### src/rtl/scfp_pkg.sv
`default_nettype none
package scfp_pkg;

    typedef enum logic [2:0] {
        ST_HEADER = 3'd0,
        ST_BLOCK  = 3'd1,
        ST_XFC    = 3'd2,
        ST_XTO    = 3'd3,
        ST_ADR    = 3'd4,
        ST_VER    = 3'd5
    } t_state;

    localparam logic [2:0] EV_VERSION = 3'd0;
    localparam logic [2:0] EV_BLOCK   = 3'd1;
    localparam logic [2:0] EV_XFC     = 3'd2;
    localparam logic [2:0] EV_XTO     = 3'd3;
    localparam logic [2:0] EV_ADR     = 3'd4;
    localparam logic [2:0] EV_SYNC    = 3'd5;

    localparam logic [1:0] CFG_BLOCK_LEN = 2'd0;
    localparam logic [1:0] CFG_XFER_LEN  = 2'd1;
    localparam logic [1:0] CFG_ADR_LEN   = 2'd2;

    localparam logic [7:0] LEN_RESET = 8'd16;

    // window byte [0] is the oldest character
    localparam logic [3:0][7:0] HDR_VER = 32'h3E524556;
    localparam logic [3:0][7:0] HDR_RQB = 32'h3E425152;
    localparam logic [3:0][7:0] HDR_ADR = 32'h3E524441;
    localparam logic [3:0][7:0] HDR_BST = 32'h3E545342;
    localparam logic [3:0][7:0] HDR_XFC = 32'h3E434658;
    localparam logic [3:0][7:0] HDR_XTO = 32'h3E4F5458;

    typedef struct packed {
        logic [2:0]  kind;
        logic [7:0]  payload;
        logic [7:0]  index;
        logic        last;
        logic [15:0] version;
    } t_result;

    // {valid, digit}
    function automatic logic [4:0] hex_digit(input logic [7:0] c);
        logic [4:0] d;
        d = '0;
        if (c >= 8'h30 && c <= 8'h39) begin
            d = {1'b1, 4'(c - 8'h30)};
        end else if (c >= 8'h61 && c <= 8'h66) begin
            d = {1'b1, 4'(c - 8'h57)};
        end else if (c >= 8'h41 && c <= 8'h46) begin
            d = {1'b1, 4'(c - 8'h37)};
        end
        return d;
    endfunction

    function automatic logic [15:0] parse_version(input logic [3:0][7:0] w);
        logic [15:0] v;
        logic        run;
        logic [4:0]  d;
        v   = '0;
        run = 1'b1;
        for (int i = 0; i < 4; i++) begin
            d = hex_digit(w[i]);
            if (run && d[4]) begin
                v = {v[11:0], d[3:0]};
            end else begin
                run = 1'b0;
            end
        end
        return v;
    endfunction

endpackage
`default_nettype wire

### src/rtl/serial_command_frame_parser.sv
// Serial command frame parser.
// Slave stream: one received serial byte per request on i_s_tdata.
// Master stream: zero or one event per byte. o_m_tuser carries the event kind
// (0 version, 1 block request, 2 transfer complete, 3 transfer timeout,
// 4 data request, 5 sync burst), o_m_tlast marks the final payload byte.
// Config channel: i_cfg_index selects 0 block request length, 1 transfer
// result length, 2 data request length; other indexes are ignored. Write only
// while idle; o_cfg_ready is always high.
// An event appears on the master side in the cycle after its byte is accepted.
// Throughput: one byte per cycle unless the receiver stalls, set by the single
// output register. When the receiver stalls with an event held, o_s_tready
// drops until it is taken; the held event stays stable.
// Reset (synchronous, active low) returns the parser to header search with
// an empty window, sets all lengths to 16 and empties the output register.
`default_nettype none
module serial_command_frame_parser
    import scfp_pkg::*;
(
    input  wire logic        i_clk,
    input  wire logic        i_rst_n,
    input  wire logic        i_s_tvalid,
    output logic             o_s_tready,
    input  wire logic [7:0]  i_s_tdata,   // [7:0] rx_byte
    output logic             o_m_tvalid,
    input  wire logic        i_m_tready,
    output logic [31:0]      o_m_tdata,   // [7:0] payload_byte, [15:8] byte_index,
                                          // [31:16] version_value
    output logic [2:0]       o_m_tuser,   // [2:0] event_kind
    output logic             o_m_tlast,   // last_byte
    input  wire logic        i_cfg_valid,
    output logic             o_cfg_ready,
    input  wire logic [1:0]  i_cfg_index,
    input  wire logic [7:0]  i_cfg_data
);

    logic [7:0] r_block_len, r_xfer_len, r_adr_len;
    logic       r_out_valid;
    t_result    r_out;
    logic       w_accept;
    logic       w_res_valid;
    t_result    w_res;

    assign o_cfg_ready = 1'b1;
    assign o_s_tready  = !r_out_valid || i_m_tready;
    assign w_accept    = i_s_tvalid && o_s_tready;

    always_ff @(posedge i_clk) begin
        if (!i_rst_n) begin
            r_block_len <= LEN_RESET;
            r_xfer_len  <= LEN_RESET;
            r_adr_len   <= LEN_RESET;
        end else if (i_cfg_valid) begin
            unique case (i_cfg_index)
                CFG_BLOCK_LEN: r_block_len <= i_cfg_data;
                CFG_XFER_LEN:  r_xfer_len  <= i_cfg_data;
                CFG_ADR_LEN:   r_adr_len   <= i_cfg_data;
                default: ;
            endcase
        end
    end

    scfp_core u_core (
        .i_clk       (i_clk),
        .i_rst_n     (i_rst_n),
        .i_accept    (w_accept),
        .i_byte      (i_s_tdata),
        .i_block_len (r_block_len),
        .i_xfer_len  (r_xfer_len),
        .i_adr_len   (r_adr_len),
        .o_res_valid (w_res_valid),
        .o_res       (w_res)
    );

    always_ff @(posedge i_clk) begin
        if (!i_rst_n) begin
            r_out_valid <= 1'b0;
        end else if (o_s_tready) begin
            r_out_valid <= w_accept && w_res_valid;
        end
    end

    always_ff @(posedge i_clk) begin
        if (w_accept && w_res_valid) begin
            r_out <= w_res;
        end
    end

    assign o_m_tvalid = r_out_valid;
    assign o_m_tdata  = {r_out.version, r_out.index, r_out.payload};
    assign o_m_tuser  = r_out.kind;
    assign o_m_tlast  = r_out.last;

endmodule
`default_nettype wire

### src/rtl/scfp_core.sv
`default_nettype none
module scfp_core
    import scfp_pkg::*;
(
    input  wire logic       i_clk,
    input  wire logic       i_rst_n,
    input  wire logic       i_accept,
    input  wire logic [7:0] i_byte,
    input  wire logic [7:0] i_block_len,
    input  wire logic [7:0] i_xfer_len,
    input  wire logic [7:0] i_adr_len,
    output logic            o_res_valid,
    output t_result         o_res
);

    t_state           r_state, n_state;
    logic [3:0][7:0]  r_win, n_win;
    logic [7:0]       r_cnt, n_cnt;
    logic [1:0]       r_vcnt, n_vcnt;
    logic [7:0]       w_len;
    logic [3:0][7:0]  w_shift;

    always_ff @(posedge i_clk) begin
        if (!i_rst_n) begin
            r_state <= ST_HEADER;
            r_win   <= '0;
            r_cnt   <= '0;
            r_vcnt  <= '0;
        end else if (i_accept) begin
            r_state <= n_state;
            r_win   <= n_win;
            r_cnt   <= n_cnt;
            r_vcnt  <= n_vcnt;
        end
    end

    assign w_shift = {i_byte, r_win[3], r_win[2], r_win[1]};

    always_comb begin
        n_state     = r_state;
        n_win       = r_win;
        n_cnt       = r_cnt;
        n_vcnt      = r_vcnt;
        o_res_valid = 1'b0;
        o_res       = '0;
        w_len       = i_xfer_len;
        unique case (r_state)
            ST_BLOCK, ST_XFC, ST_XTO, ST_ADR: begin
                unique case (r_state)
                    ST_BLOCK: begin
                        w_len      = i_block_len;
                        o_res.kind = EV_BLOCK;
                    end
                    ST_ADR: begin
                        w_len      = i_adr_len;
                        o_res.kind = EV_ADR;
                    end
                    ST_XFC:  o_res.kind = EV_XFC;
                    default: o_res.kind = EV_XTO;
                endcase
                n_cnt         = r_cnt + 8'd1;
                o_res_valid   = 1'b1;
                o_res.payload = i_byte;
                o_res.index   = r_cnt;
                o_res.last    = (n_cnt == w_len);
                if (o_res.last) begin
                    n_state = ST_HEADER;
                end
            end
            ST_VER: begin
                n_win[r_vcnt] = i_byte;
                n_vcnt        = r_vcnt + 2'd1;
                if (r_vcnt == 2'd3) begin
                    n_state       = ST_HEADER;
                    o_res_valid   = 1'b1;
                    o_res.kind    = EV_VERSION;
                    o_res.version = parse_version(n_win);
                end
            end
            default: begin
                n_state = ST_HEADER;
                n_win   = w_shift;
                priority if (w_shift == HDR_VER) begin
                    n_state = ST_VER;
                end else if (w_shift == HDR_RQB) begin
                    n_state = ST_BLOCK;
                end else if (w_shift == HDR_ADR) begin
                    n_state = ST_ADR;
                end else if (w_shift == HDR_XFC) begin
                    n_state = ST_XFC;
                end else if (w_shift == HDR_XTO) begin
                    n_state = ST_XTO;
                end else if (w_shift == HDR_BST) begin
                    o_res_valid = 1'b1;
                    o_res.kind  = EV_SYNC;
                end else begin
                    n_state = ST_HEADER;
                end
                if (n_state != ST_HEADER) begin
                    n_win  = '0;
                    n_cnt  = '0;
                    n_vcnt = '0;
                end
            end
        endcase
    end

`ifndef SYNTHESIS
    a_last_ends_packet: assert property (@(posedge i_clk) disable iff (!i_rst_n)
        i_accept && (r_state == ST_BLOCK || r_state == ST_XFC || r_state == ST_XTO
            || r_state == ST_ADR) && n_cnt == w_len |=> r_state == ST_HEADER)
        else $error("packet did not end on its last byte");
    a_vcnt_idle: assert property (@(posedge i_clk) disable iff (!i_rst_n)
        r_state != ST_VER |-> r_vcnt == 2'd0)
        else $error("version count nonzero outside version state");
    a_version_event: assert property (@(posedge i_clk) disable iff (!i_rst_n)
        i_accept && r_state == ST_VER && r_vcnt == 2'd3
            |-> o_res_valid && o_res.kind == EV_VERSION)
        else $error("fourth version character gave no version event");
    a_sync_stays: assert property (@(posedge i_clk) disable iff (!i_rst_n)
        i_accept && r_state == ST_HEADER && o_res_valid |=> r_state == ST_HEADER)
        else $error("sync event left header search");
`endif

endmodule
`default_nettype wire
### config.mk
export PLATFORM = sky130hd
export DESIGN_NAME = serial_command_frame_parser
export DESIGN_NICKNAME = d
export VERILOG_FILES = /design/src/rtl/scfp_pkg.sv /design/src/rtl/serial_command_frame_parser.sv /design/src/rtl/scfp_core.sv
export SDC_FILE = /design/constraint.sdc
export NUM_CORES = 1
export LEC_CHECK = 0
export ABC_AREA = 1
export BUFFER_PORTS_ARGS = -buffer_cell sky130_fd_sc_hd__buf_4
export CORE_MARGIN = 2
export CORE_UTILIZATION = 35
export DETAILED_ROUTE_END_ITERATION = 12
export PLACE_DENSITY = 0.55
export SKIP_CTS_REPAIR_TIMING = 1
export SLEW_MARGIN = 40
export SYNTH_ARGS = -nofsm -noshare
export SYNTH_HDL_FRONTEND = slang
export SYNTH_SLANG_ARGS = --single-unit
### constraint.sdc
create_clock -name i_clk -period 3.68 [get_ports i_clk]
set_input_delay 0.368 -clock i_clk [delete_from_list [all_inputs] [get_ports i_clk]]
set_output_delay 0.368 -clock i_clk [all_outputs]
set_load 0.01 [all_outputs]
==> results of run 1 <==
## through the flow
| stage | utilization [%] | cell area, um^2 |
|---|---|---|
| after floorplan | - | 6600 |
| after global placement | 39.2 | 7270 |
| after detailed placement | 39.2 | 7270 |
| after CTS | 40.6 | 7550 |
| after global routing | 40.6 | 7550 |
| final | 40.6 | 7550 |
## state kept, by name, indices dropped and copies added (netlist names)
register,cells
u_core.r_state,3
r_adr_len,8
o_m_tvalid,1
u_core.r_cnt,8
r_block_len,8
o_m_tdata,32
o_m_tuser,3
r_xfer_len,8
u_core.r_vcnt,2
o_m_tlast,1
u_core.r_win,32
## cell families after synthesis
family / Yosys count
simple gates: 553
compound gates: 157
buf+inv: 148
flops: 106
fa+ha+maj: 22
xor+xnor: 5
other cells: 1
## cells in the mapped netlist, types with 2 or more instances
cell,n
nand4_1,33
nand2_1,281
nor2_2,4
inv_1,109
nand3_1,89
clkbuf_1,19
buf_4,2
nor4_1,2
edfxtp_1,36
a31oi_1,5
ha_1,22
buf_6,3
inv_2,5
nand2_4,3
nand3b_1,2
nor3_1,13
buf_2,6
nor2_1,117
nand2_2,3
o21ai_1,11
a221oi_1,5
xor2_1,5
o21ai_2,2
dfxtp_1,70
o21ai_0,65
a21oi_1,67
nor2_4,2
## per-layer routing
layer	up-vias	wire length [um]	GRT usage (%)
met5	-	0	0
met4	0	435	7.16
li1	3358	-	-
met2	162	8940	32.8
met1	2884	8590	24.9
met3	28	859	2.63
## area by class of cell
cell class,instances,area share (%)
Multi-Input combinational cell,738,46.6
Sequential cell,106,32.9
Timing Repair Buffer,72,7.16
Inverter,116,5.78
Tap cell,234,3.88
Clock buffer,10,3.03
Clock inverter,6,0.630
## final timing paths
kind	startpoint	endpoint	slack, ns	cells past startpoint
worst min-delay path	i_cfg_data[4]	r_adr_len[4]	0.23	3
worst min register to register	r_xfer_len[4]	r_xfer_len[4]	0.46	2
worst max-delay path	u_core.r_vcnt[0]	o_m_tdata[19]	0.56	15
worst max register to register	u_core.r_vcnt[0]	o_m_tdata[19]	0.56	15
## power groups by stage
| stage | Sequential [mW] | Combinational [mW] | Clock, mW |
|---|---|---|---|
| after global placement | 1.62 | 1.43 | 0 |
| final | 1.60 | 1.43 | 0.946 |
| after CTS | 1.60 | 1.44 | 0.971 |
| after global routing | 1.62 | 1.62 | 1.01 |
| after floorplan | 1.61 | 0.954 | 0 |
| after detailed placement | 1.62 | 1.43 | 0 |
## worst max-delay path, cell delays in order (launching register included)
cell and delay (ns):
dfxtp_1 0.41, inv_1 0.10, ha_1 0.38, o21ai_0 0.44, inv_1 0.20, ha_1 0.24, nor2_1 0.09, o21ai_0 0.08
nand2_1 0.21, nand2_1 0.16, nand3_4 0.18, nor2_4 0.08, nand2_4 0.09, clkinv_2 0.10, nand2_1 0.07, nand2_1 0.05
==> out/metrics.cfg, run 1 <==
[drt]
wl_um=18800
wl_per_cell_um=14.7
num_vias=6432
avgViaCountPerCell=5.02
drc=0
drtAntennaViolNets=0
drt-initial-drc-count=326
firstDrtPassIters=5

[synthesis]
synth_compound_area_share_pct=12.5
seq_area_frac_synth_pct=37.6
syn-num-nets=1037
netlist_instances=992
syn_area_per_cell_um2=6.65
ys_seq_elements=106
synthArstFlopShare_pct=0
ys_warn_count=0
synth-xor-area-share_pct=0.664
ys.flop_type=dfxtp_1
synthAdderAreaFrac_pct=4.17
synth-simple-area-share_pct=36.0
yosysTopAreaCellShare_pct=21.2
synth_edf_count=36
synth_area_leaders=dfxtp_1, edfxtp_1, nand2_1
synth_mux_area_share_pct=0
yosys.area.top_type=dfxtp_1
synth_top_family_by_area=simple AND/OR/NAND/NOR gates
yosysUniqueCellTypes=38
netlist_area_um2=6600

[clocking]
cts.sinks=106
cts_max_level=3
clock_path_buffers=2
root_buffer=clkbuf_16
cts_tree=yes
cts_inserted_buffers=9
path_clk_slew_ns=0.08
clk_latency_ns=0.36

[placed_design]
place_ws_ns=0.580
io_buffers=60
placed_cells=1266
place.gp.congestion=0.897
hpwl_um=14200

[power_and_ir_drop]
switching_power_mw=1.59
p_int_mw=2.39
finalPower_mw=3.98
combPwrFrac_pct=35.9
powerDensity_nw_per_um2=527
seqPwrFrac_pct=40.3
vdd_drop_max_uv=261
pwr-share-clk_pct=23.8
leakagePower_nw=3.37
p_sw_share_pct=40.0

[layout]
seqCellArea_um2=2480
instances_no_fill=1282
n_antenna_cell=0
nNetsFinal=1088
multiInputGateArea_um2=3520
area_growth_syn_to_layout_pct=14.4
nFillCells=1945
final_cell_mix=nand2_1, nor2_1, inv_1, nand3_1, buf_4
drive_above_1_share_pct=10.3
final_common_cell=nand2_1

[die]
die_y_um=141
rows=50
die_w_um=141
io_pins=62
initial_core_util_pct=35.5
die_area_um2=20000
core-area_um2=18600

[sta]
setup_viol=0
min_period_ns=3.12
fin_crit_sh_pct=84.6
rsz0062_at_grt=false
worst_slack_ns=0.565
worst_pin_slew_ns=0.706
final-hold-violation-count=0
timing.fmax_mhz=321
worst_hold_slack_ns=0.234
maxSlewHeadroom_pct=52.5
drv_slew=0
skew_ns=0.0120
fin_tns_setup_ns=0

[worst_setup_path]
worst-path-max-fanout=15
crit_path_end_kind=flip-flop
startpoint_type=flip-flop
crit_required_ns=3.79
worstPathArrival_ns=3.23
worstSetupPathType=reg -> reg

[global_route]
grt_usage_pct=19.2
gr-total-overflow=0
grt_pass1_wl_um=30800
grt_pass1_vias=6079
antenna_found_initial=0
grt_max_degree=38

[min_path]
min-delay-path-class=in -> reg

[run_status]
status=complete, no violations

[flow_run]
cap_viol_max_count=0

Note: power is estimated with default switching activity, not from simulation.
==> inputs of run 2 (changes only) <==
==> constraint.sdc (replaced) <==
create_clock -name i_clk -period 2.93 [get_ports i_clk]
set_input_delay 0.293 -clock i_clk [delete_from_list [all_inputs] [get_ports i_clk]]
set_output_delay 0.293 -clock i_clk [all_outputs]
set_load 0.01 [all_outputs]
==> run 2 against run 1 <==
  * Highest routed layer unchanged
  * Wire length is 2.8% higher
  * Clock power is 29% higher
  * Global-route usage rose by 0.35 points
  * Largest cell class unchanged
  * Combinational power grew 35%
  * Fmax increased by 15%
  * Sequential power increased by 26%
==> out/metrics.cfg, run 2 (same netlist as run 1, synthesis figures left out) <==
[sta]
worst_pin_slew_ns=0.655
timing.fmax_mhz=369
fin_crit_sh_pct=92.5
drv_slew=0
skew_ns=0.0122
worst_hold_slack_ns=0.158
fin_tns_setup_ns=0
maxSlewHeadroom_pct=55.9
setup_viol=0
min_period_ns=2.71
final-hold-violation-count=0

[power_and_ir_drop]
leakagePower_nw=3.50
finalPower_mw=5.16
vdd_drop_max_uv=329
powerDensity_nw_per_um2=663

[clocking]
root_buffer=clkbuf_16
path_clk_slew_ns=0.08
cts.sinks=106
cts_tree=yes
cts_inserted_buffers=9
clock_path_buffers=2
cts_max_level=3
clk_latency_ns=0.36

[placed_design]
hpwl_um=14600
io_buffers=60
place.gp.congestion=0.887

[flow_run]
cap_viol_max_count=0

[worst_setup_path]
startpoint_type=flip-flop
r2r.worst_path.cells=12
crit_required_ns=3.05
crit_path_end_kind=flip-flop
worstPathArrival_ns=2.83
worst-path-max-fanout=8
worstSetupPathType=reg -> reg

[min_path]
min-delay-path-class=in -> reg
holdPathStages=3

[drt]
drtAntennaViolNets=0
drc=0
avgViaCountPerCell=4.99
firstDrtPassIters=5
num_vias=6520
wl_per_cell_um=14.8
drt-initial-drc-count=382
wl_um=19300

[global_route]
antenna_found_initial=0
grt_pass1_vias=6157
grt_max_degree=38
gr-total-overflow=0
grt_usage_pct=19.6
grt_pass1_wl_um=31100

[layout]
drive_above_1_share_pct=13.2
final_common_cell=nand2_1
nNetsFinal=1112
nFillCells=1979
area_growth_syn_to_layout_pct=17.8
final_cell_mix=nand2_1, nor2_1, inv_1, buf_4, nand3_1
postLayoutCoreUtil_pct=41.8
n_antenna_cell=0

[die]
rows=50
die_y_um=141
core-area_um2=18600
initial_core_util_pct=35.5
die_area_um2=20000
io_pins=62
die_w_um=141

[run_status]
status=complete, no violations

## run 2: cell count changes in the layout (fill, tap and decap cells not counted), moves of 3 or more
cell,before,now
buf_4,72,95
ha_1,22,19
ha_2,0,3
o21ai_0,65,60
o21ai_2,2,6
## run 2: layer usage
| layer | track usage [%] | vias up | part of all wire (%) |
|---|---|---|---|
| li1 | - | 3407 | - |
| met1 | 25.0 | 2974 | 46 |
| met3 | 2.46 | 23 | 3.4 |
| met2 | 34.3 | 116 | 49 |
| met4 | 6.68 | 0 | 1.8 |
| met5 | 0 | - | 0 |
## run 2: area by class of cell
cell class / count / area, um^2 / share of cell area (%)
flip-flops and latches: 106 / 2480 / 31.9
repair buffers: 96 / 733 / 9.43
clock buffers: 10 / 229 / 2.94
inverters: 116 / 437 / 5.62
clock inverters: 6 / 55.1 / 0.708
multi-input cells: 738 / 3540 / 45.6
well taps: 234 / 293 / 3.77
## run 2: stage by stage
stage / cells / setup WS [ns] / area [um^2]
2_1_floorplan: 992 / 0.220 / 6600
3_5_place_dp: 1289 / 0.102 / 7460
6_report: 1306 / 0.220 / 7770
4_1_cts: 1305 / 0.0886 / 7740
5_1_grt: 1306 / -0.00417 / 7770
3_3_place_gp: 1289 / 0.0626 / 7460
## run 2: worst max-delay path, cell delays in order, from the launching register on
cell	delay (ns)
dfxtp_2	0.35
ha_1	0.33
buf_4	0.20
o21ai_0	0.54
nand2_1	0.11
nor3_1	0.17
nand2_1	0.09
nand2_1	0.14
inv_1	0.11
nor2_4	0.19
nor2_2	0.09
nand3_1	0.09
nand2_1	0.06
## run 2: path summary, 6_finish.rpt
| check | startpoint | to | slack [ns] |
|---|---|---|---|
| min | i_cfg_data[4] | r_adr_len[4] | 0.16 |
| max | u_core.r_vcnt[0] | o_m_tdata[23] | 0.22 |
| min reg2reg | r_xfer_len[4] | r_xfer_len[4] | 0.46 |
| max reg2reg | u_core.r_vcnt[0] | o_m_tdata[23] | 0.22 |
## run 2: report_power, final
group          internal [mW]  switching [mW]
sequential              1.81           0.197
clock                  0.597           0.623
combinational          0.684            1.24
total                   3.09            2.06
==> inputs of run 3 (changes only) <==
--- a/config.mk
+++ b/config.mk
@@ -5,9 +5,8 @@
 export SDC_FILE = /design/constraint.sdc
 export NUM_CORES = 1
 export LEC_CHECK = 0
-export ABC_AREA = 1
 export BUFFER_PORTS_ARGS = -buffer_cell sky130_fd_sc_hd__buf_4
-export CORE_MARGIN = 2
+export CORE_MARGIN = 3
 export CORE_UTILIZATION = 35
 export DETAILED_ROUTE_END_ITERATION = 12
 export PLACE_DENSITY = 0.55
==> run 3 against run 2 <==
  * Setup slack lost 0.17 ns
  * Fmax shrank 5.9%
  * Largest cell class unchanged
  * Combinational power shrank 74%
  * Global-route usage shrank 0.19 points
  * Sequential share of layout area shrank 3.7 points
  * Wire length grew 10%
  * Die area grew 6.0%
==> out/metrics.cfg, run 3 <==
[worst_setup_path]
startpoint_type=flip-flop
rrSetupSlack_ns=0.05
crit_path_end_kind=flip-flop
crit_required_ns=3.15
reg2reg_to=o_m_tdata[31]
reg2reg_from=u_core.r_vcnt[0]
worstSetupPathType=reg -> reg
r2r.worst_path.cells=12
worstPathArrival_ns=3.10
worst-path-max-fanout=7

[sta]
worst_hold_slack_ns=0.172
min_period_ns=2.88
fin_crit_sh_pct=98.2
worst_pin_slew_ns=0.647
setup_viol=0
drv_slew=0
final-hold-violation-count=0
rsz0062_at_grt=true
timing.fmax_mhz=347
skew_ns=0.00980
maxSlewHeadroom_pct=56.7

[layout]
multiInputGateArea_um2=4340
instances_no_fill=1183
seqCellArea_um2=2490
final_common_cell=buf_4
nNetsFinal=963
area_growth_syn_to_layout_pct=29.3
final_cell_mix=buf_4, nor2_1, dfxtp_1, nand2_1, mux2i_1
nFillCells=1864
drive_above_1_share_pct=28.7
n_antenna_cell=0
postLayoutCoreUtil_pct=46.6

[min_path]
hold_end=r_xfer_len[4]
min-delay-path-class=in -> reg
holdPathStages=3
worstHoldStart=i_cfg_data[4]

[synthesis]
syn-num-nets=846
yosysTopAreaCellShare_pct=20.6
synth_edf_count=36
yosys.area.top_type=dfxtp_1
ys.flop_type=dfxtp_1
yosysUniqueCellTypes=73
ys_seq_elements=106
synth_area_leaders=dfxtp_1, edfxtp_1, mux2i_1
synthArstFlopShare_pct=0
yosys-top-cells-count=nor2_1, dfxtp_1, nand2_1
syn_area_per_cell_um2=8.51
yosys.cell_count.top_type=nor2_1
seq_area_frac_synth_pct=36.4
netlist_instances=801
netlist_area_um2=6810
ys_warn_count=0

[flow_run]
cap_viol_max_count=0

[placed_design]
placed_cells=1162
hpwl_um=15800
place.gp.congestion=0.899
io_buffers=60

[drt]
firstDrtPassIters=5
avgViaCountPerCell=5.48
num_vias=6483
drtAntennaViolNets=0
drt-initial-drc-count=483
drc=0
wl_per_cell_um=18.0
wl_um=21300

[die]
io_pins=62
core-area_um2=18900
initial_core_util_pct=36.1
die_w_um=146
die_y_um=146
die_area_um2=21200
rows=50

[clocking]
clock_path_buffers=2
clk_latency_ns=0.36
cts_inserted_buffers=9
path_clk_slew_ns=0.07
root_buffer=clkbuf_16
cts_tree=yes
cts_max_level=3
cts.sinks=106

[global_route]
grt_max_degree=38
grt_pass1_wl_um=33400
grt_usage_pct=19.4
antenna_found_initial=0
gr-total-overflow=0
grt_pass1_vias=6051

[power_and_ir_drop]
leakagePower_nw=3.45
powerDensity_nw_per_um2=382
vdd_drop_max_uv=259
finalPower_mw=3.37

[run_status]
status=complete, no violations

run 3: cell types whose count changed after synthesis, moves of 32 or more:
| cell | previous run | this run |
|---|---|---|
| inv_1 | 109 | 19 |
| a21oi_1 | 67 | 32 |
| nand2_1 | 281 | 61 |
| mux2i_1 | 0 | 45 |
| clkbuf_1 | 19 | 51 |
| nand3_1 | 89 | 21 |
run 3: area by class of cell:
cell class / instances / share of cell area, %
Clock inverter: 4 / 0.426
Multi-Input combinational cell: 618 / 49.3
Inverter: 20 / 0.909
Sequential cell: 106 / 28.2
Clock buffer: 12 / 3.18
Timing Repair Buffer: 163 / 14.3
Tap cell: 260 / 3.69
run 3: cell families after synthesis:
group | synth area share (%)
AND/OR/NAND/NOR | 25.7
AO/OA/AOI/OAI | 18.4
multiplexers | 8.96
buffers and inverters | 4.41
XOR/XNOR | 2.06
flip-flops | 36.4
other | 0.0550
adder cells (fa/ha/maj) | 4.04
run 3: worst max path at each step:
stage,cells past startpoint,startpoint,end
global placement,12,u_core.r_vcnt[1],o_m_tdata[21]
global route,13,u_core.r_vcnt[0],o_m_tdata[25]
finish,12,u_core.r_vcnt[0],o_m_tdata[31]
floorplan,16,u_core.r_vcnt[0],o_m_tdata[16]
CTS,11,u_core.r_vcnt[1],o_m_tdata[28]
detailed placement,11,u_core.r_vcnt[1],o_m_tdata[28]
run 3: critical path, stage by stage (launching register included):
cell and delay (ns):
dfxtp_4 0.38, inv_4 0.05, ha_4 0.17, mux2_4 0.33, inv_4 0.08, ha_4 0.13, or2_4 0.11, a21boi_2 0.06
or3_4 0.35, and3_4 0.20, or4_4 0.59, nand2b_4 0.19, nor2_2 0.08
run 3: metrics by stage:
step                cell area [um^2]  TNS [ns]  worst slack [ns]
floorplan                       6960     -2.26            -0.204
global placement                8240    -0.215           -0.0563
detailed placement              8240     -1.01            -0.140
CTS                             8560     -1.37            -0.166
global route                    8810    -0.389           -0.0797
finish                          8810         0            0.0517
run 3: layer usage:
metal  track usage (%)  up-vias  share of wire, %
met1              27.5     3084                48
met2              30.9      184                46
met5                 0        -                 0
met4              5.27        0               1.8
met3              2.93       29               4.4
li1                  -     3186                 -
run 3: where the power goes:
| group | leakage [nW] | switching (mW) | internal, mW |
|---|---|---|---|
| clock | 0.159 | 0.595 | 0.698 |
| combinational | 2.38 | 0.279 | 0.225 |
| sequential | 0.906 | 0.0313 | 1.54 |
| total | 3.45 | 0.905 | 2.46 |
